$ cat src/hw/rtl/linear_probe_hash_table_defines.svh
// Assertion macros of the hash table RTL.
`ifndef LINEAR_PROBE_HASH_TABLE_DEFINES_SVH
`define LINEAR_PROBE_HASH_TABLE_DEFINES_SVH

// Same-cycle implication, checked outside reset.
`define LPHT_ASSERT_NOW(label, clk, rst, ante, cons) \
   label: assert property (@(posedge clk) disable iff (rst) (ante) |-> (cons)) \
      else $error("lpht assertion failed");

// Next-cycle implication, checked outside reset.
`define LPHT_ASSERT_NEXT(label, clk, rst, ante, cons) \
   label: assert property (@(posedge clk) disable iff (rst) (ante) |=> (cons)) \
      else $error("lpht assertion failed");

`endif

$ cat src/hw/rtl/lpht_pkg.sv
// Types and constants of the linear probing hash table.
`default_nettype none
package lpht_pkg;
   localparam int SLOTS   = 1024;
   localparam int SLOT_AW = $clog2(SLOTS);
   localparam int CNT_W   = 11;
   localparam int HASH_W  = 32;
   localparam int KEY_W   = 32;
   localparam int VAL_W   = 32;
   localparam int MOD_CW  = $clog2(HASH_W);
   localparam int CFG_RESET = 1021;

   typedef enum logic [1:0] {
      ACT_INSERT = 2'd0,
      ACT_SEARCH = 2'd1,
      ACT_REMOVE = 2'd2,
      ACT_CLEAR  = 2'd3
   } action_type;

   typedef enum logic [1:0] {
      ST_OK     = 2'd0,
      ST_FOUND  = 2'd1,
      ST_ABSENT = 2'd2,
      ST_FULL   = 2'd3
   } status_type;

   typedef struct packed {
      logic [HASH_W-1:0] hash;
      logic [KEY_W-1:0]  key;
      logic [VAL_W-1:0]  value;
   } slot_type;

   typedef struct packed {
      logic              start;
      logic [HASH_W-1:0] dividend;
      logic [CNT_W-1:0]  divisor;
   } mod_req_type;

   typedef struct packed {
      logic             done;
      logic [CNT_W-1:0] rem;
   } mod_rsp_type;
endpackage
`default_nettype wire

$ cat src/hw/rtl/lpht_mod.sv
// Bit-serial remainder unit: hash modulo table size, one dividend bit per cycle.
`default_nettype none
module lpht_mod import lpht_pkg::*; (
   input  wire logic        clock,
   input  wire logic        reset,
   input  wire mod_req_type req,
   output mod_rsp_type      rsp
);
   logic              busy_ff;
   logic              done_ff;
   logic [MOD_CW-1:0] cnt_ff;
   logic [HASH_W-1:0] dvd_ff;
   logic [CNT_W-1:0]  div_ff;
   logic [CNT_W-1:0]  rem_ff;
   logic [CNT_W:0]    trial;
   logic [CNT_W:0]    diff;
   logic [CNT_W-1:0]  rem_in;

   always_comb begin
      trial  = {rem_ff, dvd_ff[HASH_W-1]};
      diff   = trial - {1'b0, div_ff};
      rem_in = (trial >= {1'b0, div_ff}) ? diff[CNT_W-1:0] : trial[CNT_W-1:0];
   end

   always_ff @(posedge clock) begin
      if (reset) begin
         busy_ff <= 1'b0;
         done_ff <= 1'b0;
         cnt_ff  <= '0;
      end else begin
         done_ff <= 1'b0;
         if (req.start) begin
            busy_ff <= 1'b1;
            cnt_ff  <= '0;
            dvd_ff  <= req.dividend;
            div_ff  <= req.divisor;
            rem_ff  <= '0;
         end else if (busy_ff) begin
            rem_ff <= rem_in;
            dvd_ff <= {dvd_ff[HASH_W-2:0], 1'b0};
            cnt_ff <= cnt_ff + 1'b1;
            if (cnt_ff == MOD_CW'(HASH_W - 1)) begin
               busy_ff <= 1'b0;
               done_ff <= 1'b1;
            end
         end
      end
   end

   assign rsp.done = done_ff;
   assign rsp.rem  = rem_ff;
endmodule
`default_nettype wire
$ cat config.mk
export PLATFORM = sky130hd
export DESIGN_NAME = lpht_mod
export DESIGN_NICKNAME = d
export VERILOG_FILES = /design/src/hw/rtl/linear_probe_hash_table_defines.svh /design/src/hw/rtl/lpht_pkg.sv /design/src/hw/rtl/lpht_mod.sv
export SDC_FILE = /design/constraint.sdc
export NUM_CORES = 1
export LEC_CHECK = 0
export BUFFER_PORTS_ARGS = -buffer_cell sky130_fd_sc_hd__buf_2
export CORE_MARGIN = 1
export CORE_UTILIZATION = 60
export CTS_BUF_LIST = sky130_fd_sc_hd__clkbuf_4 sky130_fd_sc_hd__clkbuf_8
export DETAILED_ROUTE_END_ITERATION = 16
export GPL_TIMING_DRIVEN = 0
export PLACE_DENSITY = 0.85
export SLEW_MARGIN = 30
export SYNTH_ARGS = -nofsm -noshare
export SYNTH_HDL_FRONTEND = slang
export SYNTH_SLANG_ARGS = --single-unit
$ cat constraint.sdc
create_clock -name clock -period 9.14 [get_ports clock]
set_clock_uncertainty 0.15 [all_clocks]
set_input_delay 0.914 -clock clock [delete_from_list [all_inputs] [get_ports clock]]
set_output_delay 0.914 -clock clock [all_outputs]
set_load 0.02 [all_outputs]
==> metrics.yaml <==
status: "complete, no violations"
postCtsSetupBuffers: 0
io_pins: 58
synth_cell_types: 42
r2r_start: "dvd_ff[31]"
num_rows: 25
nets: 371
synthArstFlopShare_pct: 0
die-area_um2: 5400
setup_ws_ps: 6180
drv_cap: 0
grtUsageTotal_pct: 23.4
cp-start-kind: "input pin"
cp_max_fo: 23
p_per_area_nw_per_um2: 201
initial_core_util_pct: 63.6
path_depth: 6
hp-class: "reg2reg"
slowest_stage: "nor2_4"
reg2reg_to: "rem_ff[1]"
peakVddDrop_mv: 0.181
final_layout_size_suffix_gt1_share_pct: 37.3
die_h_um: 73.5
drc: 0
dpl.hpwl_mm: 4.14
setup-violations-final: 0
rsz0062_at_grt: "false"
first_pass_iters: 4
worst-path-buf-inv: 4
slowest_delay_ps: 550
synth_top_cell_by_area: "edfxtp_1"
yosysMostFrequentCell: "edfxtp_1"
grt_pass1_vias: 2068
area_delta_synth_final_pct: 20.1
crit_type: "in2reg"
die_w_um: 73.5
p_leak_nw: 1.50
clkLatencyLatePin_ps: 330
grt_max_degree: 24
finalPower_mw: 0.741
synth-edff-count: 54
wl_mm: 5.77
htreeDepth: 3
numPortBuffers: 57
ys_ff_latch: 61
antenna_cells: 0
endpoint: "dvd_ff[5]"
drtAntennaViolNets: 0
pre_cts_ws_ps: 5810
fin_util_pct: 76.4
clock_path_buffers: 2
crit_path_end_kind: "flop"
pwr-share-seq_pct: 45.6
avgSynthCellArea_um2: 12.7
r2r_slack_ps: 6360
syn_inst: 242
gp_congestion: 0.846
intPower_mw: 0.548
grt_pass1_wl_mm: 9.24
wire_per_inst_um: 15.1
clkSlewWorstSetupHoldPaths_ps: 60
period_share_pct: 32.4
cts_sinks: 61
gr-total-overflow: 0
core_um2: 4820
final_max_slew_viol_count: 0
fmax_mhz: 338
path_delay_family: "buffers and inverters"
tns_ps: 0
comb_power_share_pct: 19.8
yosysTopAreaCellShare_pct: 52.9
sw_frac_of_total_pct: 26.0
synth_warnings: 0
cts-root-buf: "clkbuf_8"
ys_seq_area_share_pct: 57.5
crit_chain: "buf_2 > clkbuf_1 > buf_1 > nor2_1 > nor2_4 > buf_16"
yosys-top-cells-count: "edfxtp_1 (54), mux2_2 (31), nor2_1 (22)"
cts_tree: "built"
syn_nets: 302
cts_hold_buf: 0
p_sw_mw: 0.193
slew_headroom_pct: 55.3
cts_buffers: 9
cp-startpoint: "req[43]"
layout_min_cycle_time_ps: 2960
cp.required_ps: 9020
synth_area_leaders: "edfxtp_1 (53%), mux2_2 (11%), ha_1 (5.3%), dfxtp_1 (4.6%), nor2_1 (2.7%)"
critPathArrivalTime_ps: 2850
r2r_cells: 10
hold_viol_final: 0
drtIter0Drc: 130
antenna_found_initial: 0
pwr-share-clk_pct: 34.7
worstMarginPinSlew_ps: 669
routed-via-count: 2095
vias_per_cell: 5.47
cts_resized: 0
syn-cell-area_um2: 3070
synth_ff_type: "edfxtp_1"
cell families (layout without fill, tap and decap cells):
logic type               count (synthesis)  count (layout)  synth area share (%)
AND/OR/NAND/NOR                         64              64                  10.2
flip-flops                              61              61                  57.5
AO/OA/AOI/OAI                           36              36                  8.08
multiplexers                            36              36                  13.0
buffers and inverters                   24              98                  3.22
adder cells (fa/ha/maj)                 14              14                  5.96
XOR/XNOR                                 7               7                  2.00
registers in the layout, indices dropped and copies added (netlist names):
signal / cells
busy_ff: 1
done_ff: 1
div_ff: 11
rem_ff: 11
dvd_ff: 32
cnt_ff: 5
per-stage QoR:
step | std cells | hold slack [ps] | instance area, µm²
CTS | 383 | 359 | 3680
floorplan | 242 | 317 | 3070
finish | 383 | 354 | 3680
global placement | 366 | 332 | 3430
global route | 383 | 407 | 3680
detailed placement | 367 | 344 | 3470
layout by cell type (no fill, tap or decap), types with 3 or more instances in the layout:
| cell | n |
|---|---|
| mux2_2 | 31 |
| nand2_1 | 15 |
| nand3_1 | 5 |
| nor2_1 | 21 |
| edfxtp_1 | 54 |
| ha_1 | 13 |
| xor2_1 | 3 |
| xnor2_1 | 4 |
| a211oi_1 | 3 |
| mux2i_1 | 5 |
| or3_1 | 3 |
| clkbuf_1 | 6 |
| clkbuf_8 | 9 |
| o21ai_0 | 5 |
| nand3b_1 | 4 |
| dfxtp_1 | 7 |
| o31ai_1 | 3 |
| a21oi_1 | 11 |
| buf_2 | 58 |
| inv_1 | 14 |
| o21a_1 | 3 |
per-layer routing:
layer,global-route usage [%],up-vias,part of all wire (%)
met1,29.9,1003,43
met5,0,-,0
li1,-,1027,-
met3,5.35,7,4.9
met2,37.5,58,51
met4,11.5,0,1.4
layout make-up:
cell class / instances / area (µm²)
Sequential cell: 61 / 1760
Multi-Input combinational cell: 157 / 1210
Fill cell: 331 / 1140
Timing Repair Buffer: 58 / 313
Clock buffer: 10 / 131
Tap cell: 67 / 83.8
Clock inverter: 6 / 77.6
Inverter: 14 / 52.6
Buffer: 10 / 46.3
worst min path at each step:
stage	start	end	cells past startpoint
CTS	cnt_ff[4]	cnt_ff[4]	2
finish	cnt_ff[4]	cnt_ff[4]	2
global placement	cnt_ff[4]	cnt_ff[4]	2
floorplan	cnt_ff[4]	cnt_ff[4]	2
detailed placement	cnt_ff[4]	cnt_ff[4]	2
global route	cnt_ff[3]	cnt_ff[3]	2
tightest hold or removal path, delay by kind of cell (launching register included):
| kind | cells | cell delay (ps) |
|---|---|---|
| flops | 1 | 330 |
| mux | 1 | 70 |
| simple gates | 1 | 70 |
power groups by stage:
stage,Sequential [mW],Clock [mW],Combinational [mW]
after global placement,0.344,0,0.137
after detailed placement,0.344,0,0.145
final,0.338,0.257,0.147
after CTS,0.338,0.260,0.146
after floorplan,0.349,0,0.0992
after global routing,0.340,0.268,0.162
(Power assumes the default switching activity.)
