==> src/hw/rtl/linear_probe_hash_table_defines.svh <==
// Assertion macros of the hash table RTL.
`ifndef LINEAR_PROBE_HASH_TABLE_DEFINES_SVH
`define LINEAR_PROBE_HASH_TABLE_DEFINES_SVH

// Same-cycle implication, checked outside reset.
`define LPHT_ASSERT_NOW(label, clk, rst, ante, cons) \
   label: assert property (@(posedge clk) disable iff (rst) (ante) |-> (cons)) \
      else $error("lpht assertion failed");

// Next-cycle implication, checked outside reset.
`define LPHT_ASSERT_NEXT(label, clk, rst, ante, cons) \
   label: assert property (@(posedge clk) disable iff (rst) (ante) |=> (cons)) \
      else $error("lpht assertion failed");

`endif

==> src/hw/rtl/lpht_ram.sv <==
// Generic single-port RAM with registered read data.
`default_nettype none
module lpht_ram #(
   parameter int WIDTH = 8,
   parameter int DEPTH = 16
) (
   input  wire logic                     clock,
   input  wire logic                     we,
   input  wire logic [$clog2(DEPTH)-1:0] addr,
   input  wire logic [WIDTH-1:0]         wdata,
   output logic      [WIDTH-1:0]         rdata
);
   logic [WIDTH-1:0] mem [DEPTH];

   always_ff @(posedge clock) begin
      if (we) begin
         mem[addr] <= wdata;
      end
      rdata <= mem[addr];
   end
endmodule
`default_nettype wire

==> config.mk <==
export PLATFORM = sky130hd
export DESIGN_NAME = lpht_ram
export DESIGN_NICKNAME = d
export VERILOG_FILES = /design/src/hw/rtl/linear_probe_hash_table_defines.svh /design/src/hw/rtl/lpht_ram.sv
export SDC_FILE = /design/constraint.sdc
export NUM_CORES = 1
export LEC_CHECK = 0
export BUFFER_PORTS_ARGS = -buffer_cell sky130_fd_sc_hd__buf_2
export CAP_MARGIN = 30
export CORE_ASPECT_RATIO = 0.9
export CORE_MARGIN = 1.5
export CORE_UTILIZATION = 30
export CTS_BUF_LIST = sky130_fd_sc_hd__clkbuf_16
export CTS_CLUSTER_SIZE = 30
export DETAILED_ROUTE_END_ITERATION = 8
export GPL_ROUTABILITY_DRIVEN = 0
export SLEW_MARGIN = 20
export SYNTH_ARGS = -nofsm -noshare
export SYNTH_HDL_FRONTEND = slang
export SYNTH_SLANG_ARGS = --single-unit
export TNS_END_PERCENT = 5
==> constraint.sdc <==
create_clock -name clock -period 2.7 [get_ports clock]
set_input_delay 0.675 -clock clock [delete_from_list [all_inputs] [get_ports clock]]
set_output_delay 0.675 -clock clock [all_outputs]
set_load 0.02 [all_outputs]
==> results.toml, run 1 <==
[status]
status = "finished, final reports clean"

[sta]
rsz0062_at_grt = "false"
min_period_ps = 1860
finalCritPeriodShare = 0.687
worst_pin_slew_ps = 691
slew-limit-headroom = 0.538
max_freq_mhz = 539
setup_viol = 0
fin_skew_ps = 6.50
drv_slew = 0
hold_violations = 0
fin_tns_setup_ps = 0

[floorplanning]
die_x_um = 140
row_count = 44
die_h_um = 126
io_pins = 22
start_util = 0.310
coreArea_um2 = 16400
dieArea_um2 = 17700

[yosys]
synth_area_um2 = 5070
avgSynthCellArea_um2 = 22.0
synth_nets = 244
synth-seq-cells = 136
synth_top_area_share = 0.759
synthesis.yosys.warnings = 0
synthCells = 230
yosys-top-cells-area = "edfxtp_1, mux4_2, dfxtp_1"
ys_types = 18
ys_seq_area_frac = 0.790
synth_area_leader_cell = "edfxtp_1"

[setup_path]
startpoint_type = "input port"
reg2reg_slack_ps = 1300
cp-end-kind = "register"
required_ps = 2980
arrival_ps = 2140
critical_path_class = "in -> reg"
reg2reg_depth = 3
crit_fanout = 26
r2r_start = "mem[3][0]$_DFFE_PP_"
r2r-end = "rdata[0]$_DFF_P_"

[hold_path]
holdPathStages = 1
hold_path_class = "in -> reg"
hp-start = "wdata[7]"
worst_hold_path.endpoint = "mem[5][7]$_DFFE_PP_"

[layout]
diodes = 0
areaGrowthSynthToFinish_pct = 22.9
nets = 296
layout-drive-gt1-share = 0.359
nFillCells = 1411
final_area_um2 = 6230

[routing]
routed_wire_length_per_instance_um = 20.2
dr_total_vias = 2378
via_per_inst = 4.74
finalWirelength_mm = 10.2
ant_nets = 0
drtIter0Drc = 197
first_pass_iters = 4
drc = 0

[placement]
portBuffers = 21
dp_hpwl_mm = 6.53
placed_area_um2 = 5570

[global_routing]
grt_usage = 0.125
grt_pass1_vias = 2485
grt_overflow = 0
grt_pass1_wl_mm = 15.5
grt_max_degree = 27
antenna_found_initial = 0

[clock_tree]
post_cts_resized = 0
clock-sinks = 136
cts_hold_buf = 0
root_buffer = "clkbuf_16"
path_clk_slew_ps = 60
insertion_delay_ps = 410
cts_inserted_buffers = 17
cts_tree = "built"
clockBufferDepth = 2
post_cts_buffers = 0
htreeDepth = 4

[pwr]
p_per_area_nw_per_um2 = 827
peakVddDrop_mv = 0.413
leakagePower_nw = 2.06

[run]
max_cap_violations = 0
## cells by family after synthesis
family	count (synthesis)	share of synthesized area
buffers and inverters	11	0.0119
and+or+nand+nor	35	0.0321
DFF	136	0.790
muxes	32	0.142
AOI/OAI and AO/OA	16	0.0237
## synthesized netlist by cell type
library cell,instances
nor2_1,13
a22oi_1,16
nor2b_1,2
nand3b_1,2
dfxtp_1,8
buf_6,2
edfxtp_1,128
buf_1,4
nor3_1,4
clkbuf_2,1
buf_2,2
nand2_1,9
mux4_2,32
and2_1,1
or3b_2,1
clkbuf_1,2
nand3_1,1
nand2b_1,2
## sequential cells by signal, summed over array words and instances (netlist names)
signal and count:
rdata 8, mem 128
## critical path: stages
cell and delay (ps):
buf_2 220, buf_12 260, mux4_2 520, a22oi_1 340
nand2_1 100
## power by group
group | switching [W] | internal, W | total (W)
sequential | 0.0000147 | 0.00236 | 0.00238
clock | 0.000818 | 0.00172 | 0.00253
combinational | 0.000143 | 0.0000986 | 0.000242
## layout make-up
class	instances	area, um2	area share
clock buffer	17	425	0.0683
clock inverter	15	233	0.0374
multi-input combinational	83	1000	0.161
sequential	136	4000	0.643
tap	207	259	0.0416
timing repair buffer	44	303	0.0486
## layout by cell type (no fill, tap or decap), types with 3 or more instances in the layout
master,count
dfxtp_1,8
buf_2,21
a22oi_1,16
nand2_1,9
clkinvlp_4,3
bufinv_16,6
nor3_1,4
nor2_1,13
edfxtp_1,128
mux4_2,32
buf_4,21
clkbuf_16,17
## per-layer routing
metal  global-route usage  routed length (um)
met1                0.167                4570
met2                0.192                4910
met3               0.0427                 551
met4               0.0440                 129
met5                    0                   0
## worst max path at each step
stage | depth (start not counted) | slack [ps] | end | start
detailed placement | 5 | 410 | rdata[0]$_DFF_P_ | addr[0]
CTS | 5 | 840 | rdata[0]$_DFF_P_ | addr[0]
finish | 5 | 840 | rdata[0]$_DFF_P_ | addr[0]
global placement | 5 | 440 | rdata[0]$_DFF_P_ | addr[0]
global route | 5 | 790 | rdata[2]$_DFF_P_ | addr[0]
floorplan | 2 | 530 | mem[0][0]$_DFFE_PP_ | addr[2]
## stage by stage
stage / hold slack (ps) / instances / total power (W) / setup WS [ps] / utilization
5_1_grt: 661 / 502 / 0.00531 / 786 / 0.381
3_5_place_dp: 668 / 470 / 0.00267 / 408 / 0.341
3_3_place_gp: 642 / 470 / 0.00266 / 439 / 0.341
6_report: 652 / 502 / 0.00515 / 844 / 0.381
2_1_floorplan: 635 / 230 / 0.00255 / 532 / -
4_1_cts: 650 / 502 / 0.00521 / 838 / 0.381
(Power assumes the default switching activity.)
==> inputs of run 2 (changes only) <==
- ABC_AREA: not set -> 1
- clock period: 2.7 -> 1.9 ns (I/O delays scaled with it)
==> results.toml, run 2 <==
[setup_path]
max_stage_delay_ps = 380
r2r_start = "mem[1][0]$_DFFE_PP_"
startpoint_type = "register"
reg2reg_slack_ps = 930
crit_slowest_cell = "dfxtp_1"
required_ps = 1420
cp_cell_sequence = "buf_2"
cp_top_family = "flip-flops"
critical_path_class = "reg -> out"
crit_buf_inv = 1
reg2reg_depth = 8
r2r-end = "rdata[0]$_DFF_P_"
cp-end-kind = "primary output"
crit_fanout = 1
arrival_ps = 990

[clock_tree]
post_cts_resized = 0
insertion_delay_ps = 420
cts_hold_buf = 0
cts_tree = "built"
root_buffer = "clkbuf_16"
clock-sinks = 136
clockBufferDepth = 2
cts_inserted_buffers = 17
post_cts_buffers = 0
htreeDepth = 4
path_clk_slew_ps = 60

[yosys]
synth_edf_count = 128
yosys-top-cells-area = "edfxtp_1, nand2_1, dfxtp_1"
synth_nets = 562
avgSynthCellArea_um2 = 10.2
synthArstFlopShare = 0
ys_types = 11
yosysMostFrequentCell = "nand2_1"
synthCells = 548
ys_seq_area_frac = 0.716
synth_top_area_share = 0.687
synthesis.yosys.warnings = 0
synth_area_leader_cell = "edfxtp_1"
synth-seq-cells = 136
synth_flop_cell = "edfxtp_1"
synth_area_um2 = 5590
synth_commonest_cells = "nand2_1, edfxtp_1, inv_1, nor2_1, buf_2"

[sta]
worst_pin_slew_ps = 376
hold_violations = 0
finalCritPeriodShare = 0.771
slew-limit-headroom = 0.749
timing.hold.ws_ps = 486
fin_tns_setup_ps = 0
setup_viol = 0
rsz0062_at_grt = "false"
drv_slew = 0
max_freq_mhz = 683
min_period_ps = 1460
fin_skew_ps = 4.25

[layout]
layout-drive-gt1-share = 0.122
largest_register = "mem"
largest_reg_flops = 128
layout.cells.non_filler = 851
final_common_cell = "nand2_1"
final_area_um2 = 6630
reg.largest.list = "mem (128), rdata (8)"
final_util = 0.361
diodes = 0
nets = 607
layout_common_cells = "nand2_1, edfxtp_1, inv_1"
areaGrowthSynthToFinish_pct = 18.6

[floorplanning]
start_util = 0.305
die_h_um = 133
dieArea_um2 = 19500
io_pins = 22
coreArea_um2 = 18300
die_x_um = 147
row_count = 47

[pwr]
peakVddDrop_mv = 0.625
seqPwrFrac = 0.503
power_frac_clock = 0.433
power.net_switching_w = 0.00149
leakagePower_nw = 2.84
p_per_area_nw_per_um2 = 1010
p_int_w = 0.00522
sw_frac_of_total = 0.222
p_comb_frac = 0.064

[hold_path]
holdPathStages = 1
hold_path_class = "in -> reg"
hp-start = "wdata[6]"
worst_hold_path.endpoint = "mem[12][6]$_DFFE_PP_"

[global_routing]
grt_pass1_vias = 3484
grt_pass1_wl_mm = 19.9
grt_usage = 0.140
grt_max_degree = 43
grt_overflow = 0
antenna_found_initial = 0

[routing]
first_pass_iters = 5
routed_wire_length_per_instance_um = 14.9
drtIter0Drc = 292
ant_nets = 0
finalWirelength_mm = 12.7
drc = 0
via_per_inst = 4.19
dr_total_vias = 3563

[placement]
dp.cells = 819
dp_hpwl_mm = 7.81
placed_area_um2 = 6110
portBuffers = 21

[run]
max_cap_violations = 0

[status]
status = "finished, final reports clean"
## run 2: cell types whose count changed in the layout (fill, tap and decap cells not counted), moves of 2 or more
cell       previous run  this run
buf_4                21        24
a22oi_1              16         0
nand2b_1              2         0
bufinv_16             6         1
clkinv_2              2         6
nor3_1                4         0
mux4_2               32         0
nor2_1               13        18
nor2b_1               2         0
nand3_1               1         4
nand2_1               9       346
inv_1                 1        25
nand3b_1              2         0
## run 2: power by group through the flow
stage	clock, W	sequential, W	combinational, W
after floorplan	0	0.00346	0.000231
after global placement	0	0.00344	0.000437
after detailed placement	0	0.00344	0.000440
after CTS	0.00296	0.00338	0.000442
after global routing	0.00308	0.00338	0.000492
final	0.00291	0.00338	0.000433
## run 2: how the worst max path moves through the flow
stage,start,to,slack [ps],cells after the start
3_5_place_dp,addr[0],rdata[7]$_DFF_P_,260,10
6_report,rdata[2]$_DFF_P_,rdata[2],440,1
5_1_grt,rdata[5]$_DFF_P_,rdata[5],410,1
2_1_floorplan,addr[1],mem[3][0]$_DFFE_PP_,50,4
4_1_cts,rdata[2]$_DFF_P_,rdata[2],410,1
3_3_place_gp,addr[0],rdata[7]$_DFF_P_,250,10
## run 2: cell type report
cell class              count  area, um2
clock inverters            15       97.6
flip-flops and latches    136       4000
multi-input cells         368       1390
clock buffers              17        425
fillers                  1823      11700
well taps                 245        307
repair buffers             47        325
inverters                  23       86.3
## run 2: stage by stage
stage	setup WS, ps	power [W]
global route	409	0.00695
detailed placement	256	0.00388
global placement	247	0.00388
floorplan	47.8	0.00369
CTS	407	0.00678
finish	435	0.00672
## run 2: metal layers
layer / wire, um / track usage / vias up / share of wire
met5: 0 / 0 / - / 0
met4: 265 / 0.0594 / 0 / 0.021
met3: 796 / 0.0414 / 16 / 0.063
met2: 5760 / 0.208 / 76 / 0.45
met1: 5850 / 0.190 / 1630 / 0.46
li1: - / - / 1841 / -
## run 2: cell families (layout without fill, tap and decap cells)
kind of cell,count (synthesis),after routing,synth area share
buffers and inverters,44,102,0.0362
DFF,136,136,0.716
and+or+nand+nor,368,368,0.248
